<file path="src/sv/gamepad_direction_and_rapid_fire_macros.svh">
// ============================================================================
// gamepad_direction_and_rapid_fire_macros.svh
// Assertion macros for the gamepad direction and rapid fire block.
// ============================================================================
`ifndef GAMEPAD_DIRECTION_AND_RAPID_FIRE_MACROS_SVH
`define GAMEPAD_DIRECTION_AND_RAPID_FIRE_MACROS_SVH

`ifndef NO_ASSERTIONS

// same-cycle implication, disabled during reset
`define GDRF_ASSERT_IMP(lbl, clk_s, rstn_s, ante, cons, msg) \
	lbl: assert property (@(posedge clk_s) disable iff (!rstn_s) (ante) |-> (cons)) \
		else $error(msg);

// next-cycle implication, disabled during reset
`define GDRF_ASSERT_NXT(lbl, clk_s, rstn_s, ante, cons, msg) \
	lbl: assert property (@(posedge clk_s) disable iff (!rstn_s) (ante) |=> (cons)) \
		else $error(msg);

`else

`define GDRF_ASSERT_IMP(lbl, clk_s, rstn_s, ante, cons, msg)
`define GDRF_ASSERT_NXT(lbl, clk_s, rstn_s, ante, cons, msg)

`endif

`endif

</file>
<file path="src/sv/gdrf_pkg.sv">
// ============================================================================
// gdrf_pkg
// Constants, register codes and stick decode functions for the pad decoder.
// ============================================================================
`default_nettype none

package gdrf_pkg;

	localparam int PAD_COUNT    = 4;
	localparam int BUTTON_COUNT = 11;

	localparam int CFG_IDX_W  = 3;
	localparam int CFG_DATA_W = 8;

	typedef enum logic [CFG_IDX_W-1:0] {
		CFG_DEAD_ZONE   = 3'd0,
		CFG_RAPID_SKIP  = 3'd1,
		CFG_FIRE_LOAD   = 3'd2,
		CFG_ZAPPER_MODE = 3'd3,
		CFG_DISK_SYSTEM = 3'd4
	} cfg_index_t;

	localparam logic [6:0] DEAD_ZONE_RST  = 7'd50;
	localparam logic [7:0] RAPID_SKIP_RST = 8'd2;
	localparam logic [7:0] FIRE_LOAD_RST  = 8'd2;

	// tan(67.5 deg) in Q16
	localparam logic [26:0] TAN_Q16 = 27'd158218;

	// logical button bit positions
	localparam int LB_B       = 0;
	localparam int LB_A       = 1;
	localparam int LB_RAPID_B = 2;
	localparam int LB_RAPID_A = 3;
	localparam int LB_SELECT  = 4;
	localparam int LB_START   = 5;
	localparam int LB_UP      = 6;
	localparam int LB_DOWN    = 7;
	localparam int LB_LEFT    = 8;
	localparam int LB_RIGHT   = 9;
	localparam int LB_SPECIAL = 10;

	// NES button bit positions
	localparam int NES_A      = 0;
	localparam int NES_B      = 1;
	localparam int NES_SELECT = 2;
	localparam int NES_START  = 3;
	localparam int NES_UP     = 4;
	localparam int NES_DOWN   = 5;
	localparam int NES_LEFT   = 6;
	localparam int NES_RIGHT  = 7;

	typedef logic [BUTTON_COUNT-1:0] lbtn_t;
	typedef logic [7:0] nes_t;

	// -K <= num/den < K, den nonzero, by cross multiplication
	function automatic logic ratio_inside(logic signed [7:0] num, logic signed [7:0] den);
		logic signed [8:0]  sn;
		logic [7:0]         ad;
		logic signed [26:0] lhs;
		logic signed [26:0] lim;
		sn  = den[7] ? -(9'(num)) : 9'(num);
		ad  = den[7] ? ($unsigned(~den) + 8'd1) : $unsigned(den);
		lhs = 27'(sn) <<< 16;
		lim = $signed(TAN_Q16 * {19'd0, ad});
		return (lhs >= -lim) && (lhs < lim);
	endfunction

	function automatic nes_t stick_dir(logic signed [7:0] x, logic signed [7:0] y,
		logic [6:0] dz);
		logic signed [16:0] xs;
		logic signed [16:0] ys;
		logic signed [16:0] dzs;
		logic signed [16:0] mag;
		logic signed [16:0] lim;
		nes_t               j;
		xs  = 17'(x);
		ys  = 17'(y);
		dzs = $signed({10'd0, dz});
		mag = xs * xs + ys * ys;
		lim = dzs * dzs;
		j   = '0;
		if (mag > lim) begin
			if (y == 8'sd0) begin
				if (x > 8'sd0) j[NES_RIGHT] = 1'b1;
				if (x < 8'sd0) j[NES_LEFT]  = 1'b1;
			end else if (x == 8'sd0) begin
				if (y > 8'sd0) j[NES_UP]   = 1'b1;
				if (y < 8'sd0) j[NES_DOWN] = 1'b1;
			end else begin
				if (ratio_inside(y, x)) begin
					if (!x[7]) j[NES_RIGHT] = 1'b1;
					else       j[NES_LEFT]  = 1'b1;
				end
				if (ratio_inside(x, y)) begin
					if (!y[7]) j[NES_UP]   = 1'b1;
					else       j[NES_DOWN] = 1'b1;
				end
			end
		end
		return j;
	endfunction

endpackage

`default_nettype wire

</file>
<file path="src/sv/gamepad_direction_and_rapid_fire.sv">
// ============================================================================
// gamepad_direction_and_rapid_fire
// Pad poll decoder: stick directions, NES button bits, rapid fire, coin/disk.
// ============================================================================
// Path: a poll accepted is registered in the input stage, then in the result
//   register, and waits in the input stage while a held result stalls it.
// Throughput: one poll per cycle while no result is held; the counter and frame
//   phase update is a single short pass from the input stage to the result register.
// Reset: arst_n clears valids, rapid counters and frame phase, and loads the
//   register defaults (dead zone 50, skip 2, press 2, zapper off, coin mode).
`default_nettype none

`include "gamepad_direction_and_rapid_fire_macros.svh"

module gamepad_direction_and_rapid_fire (
	input  wire logic                            clk,
	input  wire logic                            arst_n,
	// configuration write port
	input  wire logic                            cfg_we,
	input  wire logic [gdrf_pkg::CFG_IDX_W-1:0]  cfg_index,
	input  wire logic [gdrf_pkg::CFG_DATA_W-1:0] cfg_data,
	// poll channel
	input  wire logic                            poll_valid,
	output logic                                 poll_stall,
	input  wire logic [1:0]                      pad_index,
	input  wire logic                            new_frame,
	input  wire logic signed [7:0]               main_stick_x,
	input  wire logic signed [7:0]               main_stick_y,
	input  wire logic signed [7:0]               aux_stick_x,
	input  wire logic signed [7:0]               aux_stick_y,
	input  wire logic [gdrf_pkg::BUTTON_COUNT-1:0] logical_buttons,
	// result channel
	output logic                                 result_valid,
	input  wire logic                            result_stall,
	output logic [7:0]                           nes_buttons,
	output logic                                 disk_switch_request,
	output logic                                 coin_request
);

	import gdrf_pkg::*;

	// ---------------------------------------------------------------- config
	logic [6:0] dead_zone_q;
	logic [7:0] rapid_skip_q;
	logic [7:0] fire_load_q;
	logic       zapper_mode_q;
	logic       disk_system_q;

	always_ff @(posedge clk or negedge arst_n) begin
		if (!arst_n) begin
			dead_zone_q   <= DEAD_ZONE_RST;
			rapid_skip_q  <= RAPID_SKIP_RST;
			fire_load_q   <= FIRE_LOAD_RST;
			zapper_mode_q <= 1'b0;
			disk_system_q <= 1'b0;
		end else if (cfg_we) begin
			case (cfg_index)
				CFG_DEAD_ZONE:   dead_zone_q   <= cfg_data[6:0];
				CFG_RAPID_SKIP:  rapid_skip_q  <= cfg_data;
				CFG_FIRE_LOAD:   fire_load_q   <= cfg_data;
				CFG_ZAPPER_MODE: zapper_mode_q <= cfg_data[0];
				CFG_DISK_SYSTEM: disk_system_q <= cfg_data[0];
				default: ;      // unmapped index: dropped
			endcase
		end
	end

	// ---------------------------------------------------------------- handshake
	// The input stage moves into the result register whenever that register is
	// empty or being drained this cycle. The input stage takes a new beat when
	// it is empty or moving on, so a held result does not block one poll.
	logic valid_s1;
	logic result_valid_q;
	logic result_hold;
	logic adv_s1;

	assign result_hold = result_valid_q && result_stall;
	assign adv_s1      = valid_s1 && !result_hold;
	assign poll_stall  = valid_s1 && result_hold;

	// ---------------------------------------------------------------- input stage
	logic [1:0]        pad_s1;
	logic              new_frame_s1;
	logic signed [7:0] msx_s1;
	logic signed [7:0] msy_s1;
	logic signed [7:0] asx_s1;
	logic signed [7:0] asy_s1;
	lbtn_t             btn_s1;

	always_ff @(posedge clk or negedge arst_n) begin
		if (!arst_n) begin
			valid_s1 <= 1'b0;
		end else if (!poll_stall) begin
			valid_s1 <= poll_valid;
		end
	end

	always_ff @(posedge clk) begin
		if (poll_valid && !poll_stall) begin
			pad_s1       <= pad_index;
			new_frame_s1 <= new_frame;
			msx_s1       <= main_stick_x;
			msy_s1       <= main_stick_y;
			asx_s1       <= aux_stick_x;
			asy_s1       <= aux_stick_y;
			btn_s1       <= logical_buttons;
		end
	end

	// ---------------------------------------------------------------- frame phase
	// Phase advances before the poll is decoded; the fire test sees the new value.
	// A skip of zero behaves like one: the wrap compare always hits.
	logic [7:0] frame_phase_q;
	logic [7:0] phase_next;
	logic [8:0] phase_inc;
	logic       phase_zero;

	always_comb begin
		phase_inc = {1'b0, frame_phase_q} + 9'd1;
		if (new_frame_s1) begin
			phase_next = (phase_inc >= {1'b0, rapid_skip_q}) ? 8'd0 : phase_inc[7:0];
		end else begin
			phase_next = frame_phase_q;
		end
		phase_zero = (phase_next == 8'd0);
	end

	// ---------------------------------------------------------------- rapid counters
	// Per pad: load from fire_load if the rapid button is held (not in zapper
	// mode), then fire and count down on a zero phase. Pads past PAD_COUNT
	// never match any counter.
	logic [7:0]           rapid_a_count_q [PAD_COUNT];
	logic [7:0]           rapid_b_count_q [PAD_COUNT];
	logic [7:0]           a_next [PAD_COUNT];
	logic [7:0]           b_next [PAD_COUNT];
	logic [PAD_COUNT-1:0] pad_hit;
	logic [PAD_COUNT-1:0] fire_a;
	logic [PAD_COUNT-1:0] fire_b;

	always_comb begin
		logic [7:0] a_ld;
		logic [7:0] b_ld;
		for (int i = 0; i < PAD_COUNT; i++) begin
			pad_hit[i] = (32'(pad_s1) == 32'(i));
			a_ld = (pad_hit[i] && !zapper_mode_q && btn_s1[LB_RAPID_A]) ?
				fire_load_q : rapid_a_count_q[i];
			b_ld = (pad_hit[i] && !zapper_mode_q && btn_s1[LB_RAPID_B]) ?
				fire_load_q : rapid_b_count_q[i];
			fire_a[i] = pad_hit[i] && phase_zero && (a_ld != 8'd0);
			fire_b[i] = pad_hit[i] && phase_zero && (b_ld != 8'd0);
			a_next[i] = fire_a[i] ? (a_ld - 8'd1) : a_ld;
			b_next[i] = fire_b[i] ? (b_ld - 8'd1) : b_ld;
		end
	end

	always_ff @(posedge clk or negedge arst_n) begin
		if (!arst_n) begin
			frame_phase_q <= 8'd0;
			for (int i = 0; i < PAD_COUNT; i++) begin
				rapid_a_count_q[i] <= 8'd0;
				rapid_b_count_q[i] <= 8'd0;
			end
		end else if (adv_s1) begin
			frame_phase_q <= phase_next;
			for (int i = 0; i < PAD_COUNT; i++) begin
				rapid_a_count_q[i] <= a_next[i];
				rapid_b_count_q[i] <= b_next[i];
			end
		end
	end

	// ---------------------------------------------------------------- decode
	nes_t buttons_d;
	logic special_d;

	always_comb begin
		buttons_d = stick_dir(msx_s1, msy_s1, dead_zone_q)
			| stick_dir(asx_s1, asy_s1, dead_zone_q);
		special_d = 1'b0;
		if (!zapper_mode_q) begin
			buttons_d[NES_B]     = buttons_d[NES_B]     | btn_s1[LB_B];
			buttons_d[NES_A]     = buttons_d[NES_A]     | btn_s1[LB_A];
			buttons_d[NES_UP]    = buttons_d[NES_UP]    | btn_s1[LB_UP];
			buttons_d[NES_DOWN]  = buttons_d[NES_DOWN]  | btn_s1[LB_DOWN];
			buttons_d[NES_LEFT]  = buttons_d[NES_LEFT]  | btn_s1[LB_LEFT];
			buttons_d[NES_RIGHT] = buttons_d[NES_RIGHT] | btn_s1[LB_RIGHT];
			special_d            = btn_s1[LB_SPECIAL];
		end
		// start and select pass in zapper mode too
		buttons_d[NES_SELECT] = buttons_d[NES_SELECT] | btn_s1[LB_SELECT];
		buttons_d[NES_START]  = buttons_d[NES_START]  | btn_s1[LB_START];
		// loaded counters fire even in zapper mode
		buttons_d[NES_A] = buttons_d[NES_A] | (|fire_a);
		buttons_d[NES_B] = buttons_d[NES_B] | (|fire_b);
	end

	// ---------------------------------------------------------------- result register
	nes_t nes_buttons_q;
	logic disk_req_q;
	logic coin_req_q;

	always_ff @(posedge clk or negedge arst_n) begin
		if (!arst_n) begin
			result_valid_q <= 1'b0;
		end else if (!result_hold) begin
			result_valid_q <= valid_s1;
		end
	end

	always_ff @(posedge clk) begin
		if (adv_s1) begin
			nes_buttons_q <= buttons_d;
			disk_req_q    <= special_d && disk_system_q;
			coin_req_q    <= special_d && !disk_system_q;
		end
	end

	assign result_valid        = result_valid_q;
	assign nes_buttons         = nes_buttons_q;
	assign disk_switch_request = disk_req_q;
	assign coin_request        = coin_req_q;

	// ---------------------------------------------------------------- assertions
	`GDRF_ASSERT_IMP(a_stall_only_full, clk, arst_n, poll_stall,
		valid_s1 && result_valid_q && result_stall, "poll stalled without a full pipe")
	`GDRF_ASSERT_NXT(a_s1_moves_on, clk, arst_n, valid_s1 && !result_hold,
		result_valid_q, "input stage beat lost on its way to the result register")
	`GDRF_ASSERT_IMP(a_req_exclusive, clk, arst_n, result_valid_q,
		!(disk_req_q && coin_req_q), "disk switch and coin requested together")

endmodule

`default_nettype wire
</file>
<file path="config.mk">
export PLATFORM = sky130hd
export DESIGN_NAME = gamepad_direction_and_rapid_fire
export DESIGN_NICKNAME = d
export VERILOG_FILES = /design/src/sv/gdrf_pkg.sv /design/src/sv/gamepad_direction_and_rapid_fire.sv
export VERILOG_INCLUDE_DIRS = /design/src /design/src/sv
export SDC_FILE = /design/constraint.sdc
export NUM_CORES = 1
export LEC_CHECK = 0
export BUFFER_PORTS_ARGS = -buffer_cell sky130_fd_sc_hd__buf_2
export CAP_MARGIN = 0
export CELL_PAD_IN_SITES_DETAIL_PLACEMENT = 1
export CELL_PAD_IN_SITES_GLOBAL_PLACEMENT = 1
export CORE_ASPECT_RATIO = 0.9
export CORE_MARGIN = 5
export CORE_UTILIZATION = 53
export DETAILED_ROUTE_END_ITERATION = 7
export PLACE_DENSITY = 0.85
export SKIP_LAST_GASP = 1
export SLEW_MARGIN = 20
export SYNTH_ARGS = -nofsm -noshare
export SYNTH_HDL_FRONTEND = slang
export SYNTH_SLANG_ARGS = --single-unit
export TNS_END_PERCENT = 1
</file>
<file path="constraint.sdc">
create_clock -name clk -period 21.7 [get_ports clk]
set_input_delay 0 -clock clk [delete_from_list [all_inputs] [get_ports clk]]
set_output_delay 0 -clock clk [all_outputs]
set_load 0.005 [all_outputs]
</file>
==> results.rst, run 1 <==
.. list-table::
   :header-rows: 1

   * - Metric
     - Value
   * - Root buffer cell
     - sky130_fd_sc_hd__clkbuf_16
   * - Register bit count reported by yosys
     - about 160
   * - Port Buf Inserts
     - 73
   * - Max transition margin
     - between 20% and 30%
   * - Maximum single-stage delay on the critical path
     - around 0.79 ns
   * - Netlist cell types
     - 89
   * - Fraction of the cycle the final worst path needs
     - 45.07%
   * - Average cell area after synthesis
     - slightly below 9 µm²
   * - Fraction of the yosys area taken by sequential cells
     - between 10% and 20%
   * - Cell area after placement
     - around 33,000 µm²
   * - Setup tns final
     - 0 ns
   * - Synth Net Count
     - about 4,500
   * - Biggest area contributors in the synthesized netlist
     - sky130_fd_sc_hd__ha_1, sky130_fd_sc_hd__fa_1, sky130_fd_sc_hd__dfrtp_1
   * - Overall die height
     - about 240 µm
   * - Maximum number of pins on one net before global-route repair
     - 79
   * - Syn-to-layout area delta
     - 7.267%
   * - Die X
     - around 270 µm
   * - Final routed wirelength across all metal layers
     - 102.1 mm
   * - Data required time at the worst endpoint
     - between 20 and 25 ns
   * - Most common cell type on the critical path
     - sky130_fd_sc_hd__inv_1
   * - Remaining global-route overflow
     - 0
   * - Most common cell after layout, fill and taps aside
     - sky130_fd_sc_hd__ha_1
   * - Reported max-cap violation count
     - 0
   * - Clock Pin Slew Worst Setup and Hold Paths
     - roughly 0.09 ns
   * - Floorplan row count
     - 85
   * - Number of iterations in the first detailed-routing pass
     - 5
   * - Worst-skew pair later-pin latency
     - 0.51 ns
   * - HPWL reported at the end of detailed placement
     - just under 80 mm
   * - Category of the worst setup path capture point
     - flip-flop
   * - Syn Std Cell Area
     - between 30,000 and 40,000 µm²
   * - Die Footprint
     - ~65,000 µm²
   * - Count of yosys warnings during synthesis
     - 0
   * - Number of instances in the synthesized netlist
     - between 3,000 and 4,000
   * - Worst-Margin Slew
     - 1.050 ns
   * - Via count of the first global-routing pass
     - a little over 30,000
   * - Area share of the largest cell type after synthesis
     - around a fifth
   * - Hold buffer count at CTS
     - 64
   * - Count of final setup violators
     - 0
   * - CTS tree
     - done
   * - Global-route wire length before repair
     - around 160 mm
   * - Placeable core region
     - around 60,000 µm²
   * - Worst Setup SP
     - msx_s1[0]
   * - Initial antenna violation count
     - 2
   * - Crit path max fanout
     - 20
   * - Most area-hungry cell type in the Yosys netlist
     - sky130_fd_sc_hd__ha_1
   * - Number of max-slew violations in the final report
     - 0
   * - RSZ-0062 raised after global routing
     - false
   * - Clock buffer count from CTS
     - 17
   * - Upper clock frequency limit
     - ~100 MHz
   * - Slowest cell on the critical path
     - sky130_fd_sc_hd__edfxtp_1
   * - Main flop type after synthesis
     - sky130_fd_sc_hd__dfrtp_1
   * - Resize count post-CTS
     - 0
   * - Number of enable flip-flop cells after synthesis
     - 56
   * - Ports placed on the boundary
     - 74
   * - Total vias in the final route
     - ~28,000
   * - Antenna fix cells
     - 0
   * - Clock skew
     - 0.02223 ns
   * - Layout Nets
     - around 4,600
   * - Starting density of the core
     - 53.37%
   * - Kind of start point of the critical path
     - flip-flop
   * - Clock H-tree levels
     - 4
   * - Startpoint-to-endpoint class of the critical path
     - reg2reg
   * - Post-synthesis async set-or-reset flop share
     - approximately 64%
   * - Run status
     - complete, no violations
   * - Share of final-layout standard cells stronger than drive strength 1
     - roughly 5.9%
   * - Number of nets with antenna violations after detailed routing
     - 0
   * - Post-detailed-route wirelength per cell
     - ~23 µm
   * - Worst flop-to-flop path startpoint
     - msx_s1[0]
   * - Number of fill cells
     - a little over 7,000
   * - Post-CTS setup buffer count
     - 0
   * - Top library cells by usage in the layout, fill and taps aside
     - sky130_fd_sc_hd__ha_1, sky130_fd_sc_hd__inv_1, sky130_fd_sc_hd__fa_1
   * - Mean number of vias per cell
     - slightly above 6
   * - Final Hold Viols
     - 0
   * - Detailed-route DRC error count
     - 0
   * - Pre-CTS setup slack
     - roughly 12 ns
   * - CTS Buffer Depth
     - 2
   * - Iteration-0 DRC Markers
     - around 1,700
   * - Finished Cell Area
     - ~34,000 µm²
   * - Critical path data arrival time
     - about 10 ns
   * - Weighted congestion at the end of routability-driven global placement
     - around 0.92
   * - PnR worst setup slack
     - 11.92 ns
   * - Hold Crit Class
     - in2async
   * - All-layer global routing usage
     - 31.19%
   * - Clock period minus worst slack
     - between 9 and 10 ns
   * - Clock net sink count
     - 155
registers in the layout, indices dropped and copies added, names as in the netlist:
name	count
rapid_a_count_q	32
rapid_b_count_q	32
btn_s1	11
asx_s1	8
asy_s1	8
fire_load_q	8
frame_phase_q	8
msx_s1	8
msy_s1	8
nes_buttons	8
rapid_skip_q	8
dead_zone_q	7
pad_s1	2
coin_request	1
disk_switch_request	1
disk_system_q	1
new_frame_s1	1
result_valid	1
valid_s1	1
zapper_mode_q	1
metrics by stage:
| step | util (%) | std cells | hold WS [ns] |
|---|---|---|---|
| 2_1_floorplan | - | 3643 | -0.2956 |
| 3_3_place_gp | 55.11 | 4396 | -0.07428 |
| 3_5_place_dp | 55.12 | 4396 | -0.07219 |
| 4_1_cts | 57.24 | 4492 | 0.1739 |
| 5_1_grt | 57.25 | 4492 | 0.1952 |
| 6_report | 57.25 | 4492 | 0.1322 |
worst paths after layout:
| check | to | slack [ns] | cells after the start |
|---|---|---|---|
| max in group asynchronous | rapid_a_count_q[11] | 20.95 | 3 |
| setup reg to reg | nes_buttons[7] | 11.92 | 32 |
| setup / recovery | nes_buttons[7] | 11.92 | 32 |
| hold / removal | rapid_a_count_q[30] | 0.13 | 3 |
| hold reg to reg | nes_buttons[3] | 0.43 | 0 |
| min in group clk | btn_s1[3] | 0.21 | 2 |
metal layers:
layer,GRT usage [%],part of all wire [%]
met3,5.357,4.9
met4,12.66,4.5
met1,40.20,43
met2,52.08,48
met5,0,0.015
area by class of cell:
type	count	area, µm²	share of cell area [%]
Sequential cell	155	4165	12.17
Tap cell	783	979.7	2.863
Timing Repair Buffer	157	1157	3.382
Multi-Input combinational cell	2905	25560	74.70
Clock buffer	17	425.4	1.243
Inverter	460	1727	5.046
Clock inverter	15	203.9	0.5960
synthesized netlist by cell type, types with 19 or more instances:
master / n
sky130_fd_sc_hd__and3_1: 43
sky130_fd_sc_hd__nand2_1: 273
sky130_fd_sc_hd__clkbuf_1: 112
sky130_fd_sc_hd__o31ai_1: 26
sky130_fd_sc_hd__ha_1: 534
sky130_fd_sc_hd__nand4_1: 40
sky130_fd_sc_hd__mux2_2: 31
sky130_fd_sc_hd__o211ai_1: 24
sky130_fd_sc_hd__o21ai_0: 161
sky130_fd_sc_hd__nand3_1: 92
sky130_fd_sc_hd__mux2i_1: 36
sky130_fd_sc_hd__or2_2: 22
sky130_fd_sc_hd__nor4_1: 19
sky130_fd_sc_hd__nand2b_1: 40
sky130_fd_sc_hd__edfxtp_1: 56
sky130_fd_sc_hd__nor3_1: 86
sky130_fd_sc_hd__dfrtp_1: 94
sky130_fd_sc_hd__a211oi_1: 23
sky130_fd_sc_hd__a21oi_1: 175
sky130_fd_sc_hd__and2_1: 86
sky130_fd_sc_hd__a21o_1: 59
sky130_fd_sc_hd__xor2_1: 79
sky130_fd_sc_hd__nor2b_1: 30
sky130_fd_sc_hd__a31oi_1: 26
sky130_fd_sc_hd__o21a_1: 25
sky130_fd_sc_hd__fa_1: 306
sky130_fd_sc_hd__nor2_1: 227
sky130_fd_sc_hd__xnor2_1: 169
sky130_fd_sc_hd__inv_1: 454
sky130_fd_sc_hd__or3_1: 33
logic make-up (layout without fill, tap and decap cells):
group | count (synthesis) | count (layout) | share of synthesized area, %
buf+inv | 583 | 649 | 6.891
mux | 68 | 68 | 2.271
xor+xnor | 248 | 248 | 6.809
fa+ha+maj | 840 | 840 | 40.15
simple gates | 1054 | 1054 | 16.45
flops | 155 | 155 | 13.06
compound gates | 695 | 695 | 14.38
critical path, delay by kind of cell (launching register included):
| kind | cells | cell delay, ns |
|---|---|---|
| fa+ha+maj | 6 | 2.27 |
| flops | 1 | 0.79 |
| xor+xnor | 3 | 0.88 |
| buf+inv | 5 | 0.77 |
| simple gates | 9 | 2.56 |
| compound gates | 9 | 2.37 |
Power of run 1 is left out: the tool's default activity adds up to more than one toggle a clock period on the data nets, which glitch-free logic cannot reach.
==> inputs of run 2 (changes only) <==
--- a/config.mk
+++ b/config.mk
@@ -6,15 +6,16 @@
 export SDC_FILE = /design/constraint.sdc
 export NUM_CORES = 1
 export LEC_CHECK = 0
+export ABC_AREA = 1
 export BUFFER_PORTS_ARGS = -buffer_cell sky130_fd_sc_hd__buf_2
 export CAP_MARGIN = 0
 export CELL_PAD_IN_SITES_DETAIL_PLACEMENT = 1
 export CELL_PAD_IN_SITES_GLOBAL_PLACEMENT = 1
 export CORE_ASPECT_RATIO = 0.9
 export CORE_MARGIN = 5
-export CORE_UTILIZATION = 53
+export CORE_UTILIZATION = 45
 export DETAILED_ROUTE_END_ITERATION = 7
-export PLACE_DENSITY = 0.85
+export PLACE_DENSITY = 0.79
 export SKIP_LAST_GASP = 1
 export SLEW_MARGIN = 20
 export SYNTH_ARGS = -nofsm -noshare
==> constraint.sdc (replaced) <==
create_clock -name clk -period 8.7 [get_ports clk]
set_input_delay 0 -clock clk [delete_from_list [all_inputs] [get_ports clk]]
set_output_delay 0 -clock clk [all_outputs]
set_load 0.005 [all_outputs]
==> results.rst, run 2 <==
.. list-table::
   :header-rows: 1

   * - Metric
     - Value
   * - Critical path data arrival time
     - between 8 and 9 ns
   * - Number of fill cells
     - about 9,400
   * - Run status
     - complete, no violations
   * - Clock skew
     - between 0.02 and 0.025 ns
   * - Most common cell after layout, fill and taps aside
     - sky130_fd_sc_hd__nand2_1
   * - Via count of the first global-routing pass
     - 32,660
   * - Total area of sequential cells
     - 4165 µm²
   * - Maximum single-stage delay on the critical path
     - approximately 0.50 ns
   * - Register bit count reported by yosys
     - about 160
   * - Share of the core filled with cells
     - 49.08%
   * - Fraction of the yosys area taken by sequential cells
     - about 12%
   * - Number of enable flip-flop cells after synthesis
     - between 50 and 60
   * - Count of final setup violators
     - 0
   * - Area share of the largest cell type after synthesis
     - about a fifth
   * - Detailed-route DRC error count
     - 0
   * - Port Buf Inserts
     - 73
   * - Mean number of vias per cell
     - roughly 5.3
   * - CTS tree
     - done
   * - Post-Place Cells
     - between 5,000 and 6,000
   * - Number of instances in the synthesized netlist
     - ~4,600
   * - Layout Nets
     - about 5,600
   * - Post-synthesis async set-or-reset flop share
     - a little under two thirds
   * - Final Hold Viols
     - 0
   * - Final Non-Filler Cells
     - ~5,700
   * - Data required time at the worst endpoint
     - 8.95 ns
   * - Number of iterations in the first detailed-routing pass
     - 5
   * - Clock buffer count from CTS
     - 17
   * - Max transition margin
     - a little under two fifths
   * - Slowest cell on the critical path
     - sky130_fd_sc_hd__fa_1
   * - Biggest area contributors in the synthesized netlist
     - sky130_fd_sc_hd__ha_1, sky130_fd_sc_hd__fa_1, sky130_fd_sc_hd__nand2_1
   * - Average cell area after synthesis
     - ~7.4 µm²
   * - Post-detailed-route wirelength per cell
     - around 18 µm
   * - Worst-Margin Slew
     - around 0.94 ns
   * - Syn-to-layout area delta
     - 8.117%
   * - Share of final-layout standard cells stronger than drive strength 1
     - approximately 6.6%
   * - Upper clock frequency limit
     - roughly 120 MHz
   * - Antenna fix cells
     - 0
   * - Floorplan row count
     - 95
   * - Iteration-0 DRC Markers
     - 1,544
   * - Starting density of the core
     - between 40 and 50%
   * - Synth Net Count
     - 5,509
   * - Die Footprint
     - a little over 80,000 µm²
   * - RSZ-0062 raised after global routing
     - true
   * - Total vias in the final route
     - just over 30,000
   * - Syn Std Cell Area
     - ~34,000 µm²
   * - Crit path max fanout
     - 19
   * - Main flop type after synthesis
     - sky130_fd_sc_hd__dfrtp_1
   * - Clock net sink count
     - roughly 160
   * - Leading registers by flop count
     - rapid_a_count_q: 32 flops, rapid_b_count_q: 32 flops, btn_s1: 11 flops
   * - All-layer global routing usage
     - between 20% and 30%
   * - Category of the worst setup path capture point
     - flip-flop
   * - Number of max-slew violations in the final report
     - 0
   * - Initial antenna violation count
     - 0
   * - Reg2reg setup slack
     - 0.54 ns
   * - Worst-skew pair later-pin latency
     - between 0.5 and 0.6 ns
   * - Die X
     - between 200 and 300 µm
   * - Placeable core region
     - roughly 75,000 µm²
   * - Most repeated cell in the gate-level netlist after synthesis
     - sky130_fd_sc_hd__nand2_1
   * - Number of nets with antenna violations after detailed routing
     - 0
   * - Hold Crit Class
     - in2async
   * - Netlist cell types
     - 61
   * - CTS Buffer Depth
     - 2
   * - Clock period minus worst slack
     - around 8.2 ns
   * - Count of yosys warnings during synthesis
     - 0
   * - Overall die height
     - around 270 µm
   * - Global-route wire length before repair
     - between 150 and 200 mm
   * - Clock Pin Slew Worst Setup and Hold Paths
     - roughly 0.080 ns
   * - Most common cell type on the critical path
     - sky130_fd_sc_hd__nand3_1
   * - Ports placed on the boundary
     - 74
   * - Leading cell types by count after synthesis
     - sky130_fd_sc_hd__nand2_1, sky130_fd_sc_hd__inv_1, sky130_fd_sc_hd__ha_1
   * - Fraction of the cycle the final worst path needs
     - a little over nine tenths
   * - Remaining global-route overflow
     - 0
   * - Maximum number of pins on one net before global-route repair
     - just under 80
   * - Setup tns final
     - 0 ns
   * - Startpoint-to-endpoint class of the critical path
     - reg2reg
   * - Most area-hungry cell type in the Yosys netlist
     - sky130_fd_sc_hd__ha_1
   * - Multi-input combinational cell area
     - roughly 26,000 µm²
   * - Reported max-cap violation count
     - 0
   * - HPWL reported at the end of detailed placement
     - ~84 mm
   * - Weighted congestion at the end of routability-driven global placement
     - slightly below 0.9
   * - Kind of start point of the critical path
     - flip-flop
   * - Top library cells by usage in the layout, fill and taps aside
     - sky130_fd_sc_hd__nand2_1, sky130_fd_sc_hd__inv_1, sky130_fd_sc_hd__ha_1
   * - Root buffer cell
     - sky130_fd_sc_hd__clkbuf_16
   * - Final routed wirelength across all metal layers
     - around 100 mm
   * - Clock H-tree levels
     - 4
run 2: path summary, 6_finish.rpt:
kind / startpoint / endpoint / depth (start not counted)
worst min register to register: btn_s1[5] / nes_buttons[3] / 0
worst min-delay path: arst_n / rapid_b_count_q[28] / 2
worst max-delay path: msx_s1[0] / nes_buttons[7] / 41
min in group clk: logical_buttons[3] / btn_s1[3] / 2
worst max register to register: msx_s1[0] / nes_buttons[7] / 41
max in group asynchronous: arst_n / zapper_mode_q / 3
run 2: cell type report:
class / count / share of cell area, %
Clock buffer: 17 / 1.159
Clock inverter: 15 / 0.4773
Inverter: 882 / 9.022
Multi-Input combinational cell: 3470 / 70.95
Sequential cell: 155 / 11.35
Tap cell: 970 / 3.307
Timing Repair Buffer: 185 / 3.730
run 2: kinds of logic (layout without fill, tap and decap cells):
| kind of cell | after synthesis | after routing | share of synthesized area, % |
|---|---|---|---|
| AO/OA/AOI/OAI | 427 | 427 | 7.056 |
| XOR/XNOR | 232 | 232 | 6.230 |
| adder cells (fa/ha/maj) | 840 | 840 | 37.73 |
| buffers and inverters | 982 | 1099 | 11.18 |
| flip-flops | 155 | 155 | 12.27 |
| multiplexers | 17 | 17 | 0.5050 |
| AND/OR/NAND/NOR | 1954 | 1954 | 25.02 |
run 2: critical path: cells and delay by family (launching register included):
family / cells / cell delay [ns]
AND/OR/NAND/NOR: 25 / 3.36
flip-flops: 1 / 0.39
AO/OA/AOI/OAI: 5 / 1.15
buffers and inverters: 2 / 0.40
adder cells (fa/ha/maj): 5 / 1.92
XOR/XNOR: 4 / 0.68
run 2: repair_timing:
action                                  in CTS  in global routing
hold buffers                                64                  0
endpoints found under the setup margin       0                  4
endpoints found under the hold margin      122                  0
buffers inserted                             0                 11
resized for setup                            0                 15
run 2: per-stage QoR:
step	setup slack [ns]	hold slack, ns	area (µm²)
floorplan	1.534	-0.2956	33940
global placement	0.3413	0.07968	35330
detailed placement	0.1146	0.07809	35330
CTS	0.05504	0.04683	36570
global route	-0.05730	0.1332	36700
finish	0.5352	0.05373	36700
run 2: per-layer routing:
layer  GRT usage (%)  vias to the layer above  share of wire [%]
met5               0                        -                  0
met4           5.907                        0                2.1
met3           3.167                      107                4.0
met2           43.16                      463                 47
met1           35.25                    14920                 47
li1                -                    14800                  -
Power of run 2 is left out for the same reason.
